<file path="src/hdl/aepd_pkg.sv">
// ----------------------------------------------------------------------------
// aepd_pkg
// shared constants, types and scaling function of the attitude frame decoder
// ----------------------------------------------------------------------------
package aepd_pkg;

	localparam logic [7:0]  SYNC_BYTE  = 8'd49;
	localparam logic [4:0]  FIRST_POS  = 5'd1;
	localparam logic [4:0]  LAST_POS   = 5'd22;
	localparam int          WORD_CNT   = 10;
	localparam int          IDX_W      = $clog2(WORD_CNT);
	localparam logic [16:0] RATE_MUL   = 17'd62338;
	localparam logic [16:0] ACCEL_MUL  = 17'd35159;
	localparam logic [15:0] DECL_RESET = 16'hFA6B;

	// word slots inside a frame
	localparam int W_ROLL    = 0;
	localparam int W_PITCH   = 1;
	localparam int W_YAW     = 2;
	localparam int W_ACC_X   = 3;
	localparam int W_ACC_Y   = 4;
	localparam int W_ACC_Z   = 5;
	localparam int W_RATE_X  = 6;
	localparam int W_RATE_Y  = 7;
	localparam int W_RATE_Z  = 8;
	localparam int W_TIMER   = 9;

	typedef logic [WORD_CNT-1:0][15:0] words_t;

	typedef struct packed {
		logic   done;
		words_t words;
	} frame_t;

	// floor(raw * mul / 65536) for a signed raw word
	function automatic logic [15:0] scale_word(input logic [15:0] w, input logic [16:0] mul);
		logic signed [33:0] p;
		p = $signed({{18{w[15]}}, w}) * $signed({17'd0, mul});
		return p[31:16];
	endfunction

endpackage

</file>
<file path="src/hdl/aepd_framer.sv">
// ----------------------------------------------------------------------------
// aepd_framer
// input register, sync hunt, word assembly, running sum and checksum test
// ----------------------------------------------------------------------------
module aepd_framer import aepd_pkg::*; (
	input  logic        clk,
	input  logic        arst_n,
	input  logic        in_valid,
	output logic        in_ready,
	input  logic [7:0]  data_byte,
	input  logic        res_free,
	output frame_t      frame
);

	logic             vld_s1;
	logic [7:0]       byte_s1;
	logic             in_frame_q;
	logic [4:0]       pos_q;
	logic [15:0]      sum_q;
	logic [7:0]       hi_q;
	words_t           words_q;

	logic [15:0]      word;
	logic [IDX_W-1:0] idx;
	logic             is_last;
	logic             good;
	logic             adv;

	assign word    = {hi_q, byte_s1};
	assign idx     = pos_q[IDX_W:1] - IDX_W'(1);
	assign is_last = in_frame_q && !pos_q[0] && (pos_q == LAST_POS);
	assign good    = vld_s1 && is_last && (word == sum_q);
	assign adv     = vld_s1 && (!good || res_free);
	assign in_ready = !vld_s1 || adv;

	assign frame.done  = adv && good;
	assign frame.words = words_q;

	always_ff @(posedge clk or negedge arst_n) begin
		if (!arst_n) begin
			vld_s1 <= 1'b0;
		end else if (in_valid && in_ready) begin
			vld_s1 <= 1'b1;
		end else if (adv) begin
			vld_s1 <= 1'b0;
		end
	end

	always_ff @(posedge clk) begin
		if (in_valid && in_ready) begin
			byte_s1 <= data_byte;
		end
	end

	always_ff @(posedge clk or negedge arst_n) begin
		if (!arst_n) begin
			in_frame_q <= 1'b0;
			pos_q      <= '0;
			sum_q      <= '0;
		end else if (adv) begin
			if (!in_frame_q) begin
				if (byte_s1 == SYNC_BYTE) begin
					in_frame_q <= 1'b1;
					pos_q      <= FIRST_POS;
					sum_q      <= {8'd0, SYNC_BYTE};
				end
			end else if (pos_q[0]) begin
				pos_q <= pos_q + 5'd1;
			end else if (pos_q != LAST_POS) begin
				sum_q <= sum_q + word;
				pos_q <= pos_q + 5'd1;
			end else begin
				in_frame_q <= 1'b0;
				pos_q      <= '0;
				sum_q      <= '0;
			end
		end
	end

	// payload holders, no reset
	always_ff @(posedge clk) begin
		if (adv && in_frame_q) begin
			if (pos_q[0]) begin
				hi_q <= byte_s1;
			end else if (pos_q != LAST_POS) begin
				for (int i = 0; i < WORD_CNT; i++) begin
					if (idx == IDX_W'(i)) begin
						words_q[i] <= word;
					end
				end
			end
		end
	end

endmodule

</file>
<file path="src/hdl/aepd_scale.sv">
// ----------------------------------------------------------------------------
// aepd_scale
// fixed-point scaling of a good frame's rates and accels, with the heading offset
// by the declination and the angles and timer copied, into the result register
module aepd_scale import aepd_pkg::*; (
	input  logic        clk,
	input  logic        arst_n,
	input  frame_t      frame,
	input  logic [15:0] decl,
	output logic        res_free,
	output logic        out_valid,
	input  logic        out_ready,
	output logic [15:0] roll_angle,
	output logic [15:0] pitch_angle,
	output logic [15:0] heading,
	output logic [15:0] roll_rate,
	output logic [15:0] pitch_rate,
	output logic [15:0] yaw_rate,
	output logic [15:0] roll_accel,
	output logic [15:0] pitch_accel,
	output logic [15:0] yaw_accel,
	output logic [15:0] timer_ticks
);

	assign res_free = !out_valid || out_ready;

	always_ff @(posedge clk or negedge arst_n) begin
		if (!arst_n) begin
			out_valid <= 1'b0;
		end else if (frame.done) begin
			out_valid <= 1'b1;
		end else if (out_ready) begin
			out_valid <= 1'b0;
		end
	end

	always_ff @(posedge clk) begin
		if (frame.done) begin
			roll_angle  <= frame.words[W_ROLL];
			pitch_angle <= frame.words[W_PITCH];
			heading     <= frame.words[W_YAW] + decl;
			roll_rate   <= scale_word(frame.words[W_RATE_X], RATE_MUL);
			pitch_rate  <= scale_word(frame.words[W_RATE_Y], RATE_MUL);
			yaw_rate    <= scale_word(frame.words[W_RATE_Z], RATE_MUL);
			roll_accel  <= scale_word(frame.words[W_ACC_X], ACCEL_MUL);
			pitch_accel <= scale_word(frame.words[W_ACC_Y], ACCEL_MUL);
			yaw_accel   <= scale_word(frame.words[W_ACC_Z], ACCEL_MUL);
			timer_ticks <= frame.words[W_TIMER];
		end
	end

endmodule

</file>
<file path="src/hdl/ahrs_euler_packet_decoder.sv">
// ----------------------------------------------------------------------------
// ahrs_euler_packet_decoder
// decodes sync-led 23-byte attitude frames into angles, scaled rates, accels
// ----------------------------------------------------------------------------
//  channel | handshake            | payload
//  --------+----------------------+------------------------------------------
//  in      | in_valid / in_ready  | data_byte
//  out     | out_valid/ out_ready | roll_angle .. timer_ticks (ten words)
//  cfg     | cfg_valid/ cfg_ready | cfg_data (declination)
//
//  one byte item per cycle while in_ready is high; a good frame's last
//  byte enters the input register, then its result the result register
//  reset clears frame state and loads declination with -1429
//  in_ready drops only when a finished frame meets a stalled result
//  cfg_ready is always high
// ----------------------------------------------------------------------------
module ahrs_euler_packet_decoder import aepd_pkg::*; (
	input  logic        clk,
	input  logic        arst_n,
	input  logic        in_valid,
	output logic        in_ready,
	input  logic [7:0]  data_byte,
	output logic        out_valid,
	input  logic        out_ready,
	output logic [15:0] roll_angle,
	output logic [15:0] pitch_angle,
	output logic [15:0] heading,
	output logic [15:0] roll_rate,
	output logic [15:0] pitch_rate,
	output logic [15:0] yaw_rate,
	output logic [15:0] roll_accel,
	output logic [15:0] pitch_accel,
	output logic [15:0] yaw_accel,
	output logic [15:0] timer_ticks,
	input  logic        cfg_valid,
	output logic        cfg_ready,
	input  logic [15:0] cfg_data
);

	logic [15:0] decl_q;
	logic        res_free;
	frame_t      frame;

	assign cfg_ready = 1'b1;

	always_ff @(posedge clk or negedge arst_n) begin
		if (!arst_n) begin
			decl_q <= DECL_RESET;
		end else if (cfg_valid && cfg_ready) begin
			decl_q <= cfg_data;
		end
	end

	aepd_framer u_framer (
		.clk       (clk),
		.arst_n    (arst_n),
		.in_valid  (in_valid),
		.in_ready  (in_ready),
		.data_byte (data_byte),
		.res_free  (res_free),
		.frame     (frame)
	);

	aepd_scale u_scale (
		.clk         (clk),
		.arst_n      (arst_n),
		.frame       (frame),
		.decl        (decl_q),
		.res_free    (res_free),
		.out_valid   (out_valid),
		.out_ready   (out_ready),
		.roll_angle  (roll_angle),
		.pitch_angle (pitch_angle),
		.heading     (heading),
		.roll_rate   (roll_rate),
		.pitch_rate  (pitch_rate),
		.yaw_rate    (yaw_rate),
		.roll_accel  (roll_accel),
		.pitch_accel (pitch_accel),
		.yaw_accel   (yaw_accel),
		.timer_ticks (timer_ticks)
	);

endmodule

</file>
<file path="config.mk">
export PLATFORM = sky130hd
export DESIGN_NAME = ahrs_euler_packet_decoder
export DESIGN_NICKNAME = d
export VERILOG_FILES = /design/src/hdl/aepd_pkg.sv /design/src/hdl/aepd_framer.sv /design/src/hdl/aepd_scale.sv /design/src/hdl/ahrs_euler_packet_decoder.sv
export SDC_FILE = /design/constraint.sdc
export NUM_CORES = 2
export LEC_CHECK = 0
export BUFFER_PORTS_ARGS = -buffer_cell sky130_fd_sc_hd__buf_2
export CAP_MARGIN = 20
export CORE_MARGIN = 4
export CORE_UTILIZATION = 35
export DETAILED_ROUTE_END_ITERATION = 8
export HOLD_SLACK_MARGIN = 0.03
export SLEW_MARGIN = 40
export SYNTH_ARGS = -nofsm -noshare
export SYNTH_HDL_FRONTEND = slang
export SYNTH_SLANG_ARGS = --single-unit
</file>
<file path="constraint.sdc">
create_clock -name clk -period 18.8 [get_ports clk]
set_input_delay 0.94 -clock clk [delete_from_list [all_inputs] [get_ports clk]]
set_output_delay 0.94 -clock clk [all_outputs]
set_load 0.05 [all_outputs]
</file>
==> run metrics <==
outcome complete, no violations; Post-synth top flop edfxtp_1; Critical Path Most Common Cell fa_1; number of synthesized flops with an enable pin 336; num rows 120; Lkg Pwr 20.8 nW; clock root buffer clkbuf_16; cell area after layout 42400 um2; GR Util All Layers 0.147; Max Clock Skew 36.9 ps; max-cap violations 0; worst path cell trace ha_1, fa_1, inv_1, fa_1, fa_1, inv_1, fa_1, inv_1, fa_1, inv_1, ha_1, a21o_1, a2111oi_0, a21o_1, o311ai_1, o31ai_2, o21ai_0, o21ai_0, a21boi_0, o21ai_1, xnor2_1; final net count 4702; Async SR Flop Fraction 0.106; mean area per synthesized cell 11.9 um2; wire length per cell 16.5 um; Rel. slew slack 0.461; layout cells sized above 1 0.0969; Ys Warns 0; Top Ports 192; Tmin final 6460 ps; DR vias 22500; FMAX 0.155 GHz; Resized Gates After CTS 0; fin. max-slew vios 0; Critical-path top delay cell fa_1; most frequent cells in the layout 822 x inv_1, 761 x ha_1, 469 x fa_1, 336 x edfxtp_1, 189 x buf_2; first-pass GRT wire length 130 mm; mux cell area share after synthesis 0.00446; Crit. End Element register; clock-pin slew on the worst setup and hold paths 60 ps; core area 107000 um2; total chip power 5.11 mW; Cell variety after synth 65; Synthesized Nets 4445; CTS Sinks 376; Fill cells 10400; Die Footprint 114000 um2; Synth Register Bits 376; Syn Inst Count 3186; Placer Congestion 0.848; type of origin of the critical path register; worst-margin pin slew 809 ps; WHS 310 ps; slowest stage delay, CP 540 ps; largest family of logic cells by synthesized area adder cells; P&R area growth vs syn 11.8%; Post-Synth XOR/XNOR Area 0.0337; Worst VDD drop 0.000133 V; CTS Buffer Depth 3; initial antenna violation count 13; Critical Path RT 19150 ps; final setup TNS 0 ps; endpoints failing setup 0; simple-gate share of the synthesized area 0.0403; count of final hold-check violations 0; Num CTS Buffers 44; gr ovfl total 0; arrival time worst endpoint 6810 ps; post-route clock period utilization 0.343; DP Wirelength 64.2 mm; die width 337 um; vias in the first global route 24000; largest net degree at the start of global routing 74; H-tree Lvls 2; worst-skew pair later-pin latency 630 ps; Max FO, Critical Path 6; vias per cell 4.60; Hold Buf Count CTS 0; TritonRoute pass-1 iters 4; DRC violation total after the first TritonRoute iteration 1094; Synth Area in Compound Gates 0.0467; DRT Wirelength 80.5 mm; Hold WC Path Type primary input to async pin; Initial Utilization 0.353; Final ANT Viol Nets 0; Power Density 121 nW/um2; synthesized cell area 37900 um2; sequential fraction of the synthesis area 0.293; DRC Markers 0; Area after DPL 40900 um2; CTS tree built; commonest non-fill, non-tap cell in the layout inv_1; RSZ-0062 raised after global routing no; setup repair bufs after CTS 0; Worst Setup Path Type register to register; Synth Area in Adders 0.499; DIE HEIGHT 337 um; Port Buffers 190
## cells in the mapped netlist (4+ instances only)
library cell | n | area [um2]
or2_2 | 7 | 43.8
fa_1 | 469 | 9390
o211ai_1 | 4 | 30.0
nor3_1 | 21 | 105
mux2_2 | 15 | 169
and4_1 | 7 | 61.3
edfxtp_1 | 336 | 10100
and3_1 | 13 | 81.3
and2_1 | 15 | 93.8
nor2b_1 | 18 | 113
xor2_1 | 61 | 534
ha_1 | 761 | 9520
nand3_1 | 24 | 120
clkbuf_1 | 8 | 30.0
a21boi_0 | 5 | 37.5
dfrtp_1 | 29 | 726
o21ai_0 | 58 | 290
or3_1 | 4 | 25.0
nand4_1 | 12 | 75.1
nor4_1 | 7 | 43.8
a31oi_1 | 12 | 75.1
nand2_1 | 69 | 259
a211oi_1 | 9 | 67.6
o21ai_1 | 4 | 20.0
nor2_1 | 92 | 345
xnor2_1 | 85 | 744
o31a_1 | 4 | 35.0
a21oi_1 | 69 | 345
a211o_1 | 5 | 43.8
inv_1 | 822 | 3090
o21a_1 | 16 | 120
nand2b_1 | 18 | 113
dfstp_2 | 11 | 289
a2111oi_0 | 5 | 43.8
a21o_1 | 52 | 390
## flip-flops by register name, summed over array words and instances, names as in the netlist, 5 cells and up
signal	cells
u_scale.pitch_accel	16
u_framer.pos_q	5
u_scale.timer_ticks	16
decl_q	16
u_scale.roll_angle	16
u_framer.byte_s1	8
u_scale.yaw_accel	16
u_scale.pitch_angle	16
u_scale.yaw_rate	16
u_scale.roll_accel	16
u_scale.roll_rate	16
u_framer.frame	160
u_framer.sum_q	16
u_scale.heading	16
u_scale.pitch_rate	16
u_framer.hi_q	8
## where the power goes
part	switching, mW	total [mW]	internal, mW
registers	0.0528	1.19	1.14
logic	1.68	3.02	1.35
clock network	0.391	0.900	0.509
## area by class of cell
| cell class | count | area, um2 | share of cell area |
|---|---|---|---|
| Inverter | 822 | 3090 | 0.0729 |
| Antenna cell | 3 | 7.51 | 0.000177 |
| Timing Repair Buffer | 222 | 1220 | 0.0287 |
| Multi-Input combinational cell | 1977 | 23700 | 0.560 |
| Sequential cell | 376 | 11100 | 0.262 |
| Clock buffer | 49 | 1120 | 0.0264 |
| Clock inverter | 33 | 364 | 0.00860 |
| Tap cell | 1403 | 1760 | 0.0414 |
## per-stage QoR
stage               instances  setup slack [ps]   util
finish                   4885             12340  0.395
global route             4882             11930  0.395
CTS                      4882             12260  0.395
detailed placement       4800             12270  0.381
global placement         4797             12300  0.381
floorplan                3186              9660      -
## critical path: cells and delay by family, from the launching register on
kind                     cells  cell delay (ps)
flip-flops                   1              520
adder cells (fa/ha/maj)      7             3150
XOR/XNOR                     1               80
buffers and inverters        4              210
AO/OA/AOI/OAI                9             2220
## cells by family (layout without fill, tap and decap cells)
| logic type | count (synthesis) | in the layout |
|---|---|---|
| fa+ha+maj | 1230 | 1230 |
| buf+inv | 833 | 1126 |
| flops | 376 | 376 |
| simple gates | 313 | 313 |
| compound gates | 272 | 272 |
| xor+xnor | 146 | 146 |
| mux | 15 | 15 |
| other cells | 1 | 4 |
## worst paths after layout
kind	start	endpoint	slack [ps]	depth (start not counted)
min in group clk	u_framer.frame[7]	u_scale.roll_angle[7]	420	0
worst max register to register	u_framer.frame[68]	u_scale.pitch_accel[14]	12340	21
max in group asynchronous	arst_n	u_framer.pos_q[3]	18080	1
worst min register to register	u_framer.frame[7]	u_scale.roll_angle[7]	420	0
worst min-delay path	arst_n	decl_q[10]	310	1
worst max-delay path	u_framer.frame[68]	u_scale.pitch_accel[14]	12340	21
## per-layer routing
metal	vias to the layer above	track usage	share of wire
met5	-	0	0.00058
met2	400	0.242	0.46
met4	6	0.0316	0.017
met1	11100	0.206	0.47
li1	10900	-	-
met3	76	0.0236	0.051
(Power assumes the default switching activity.)
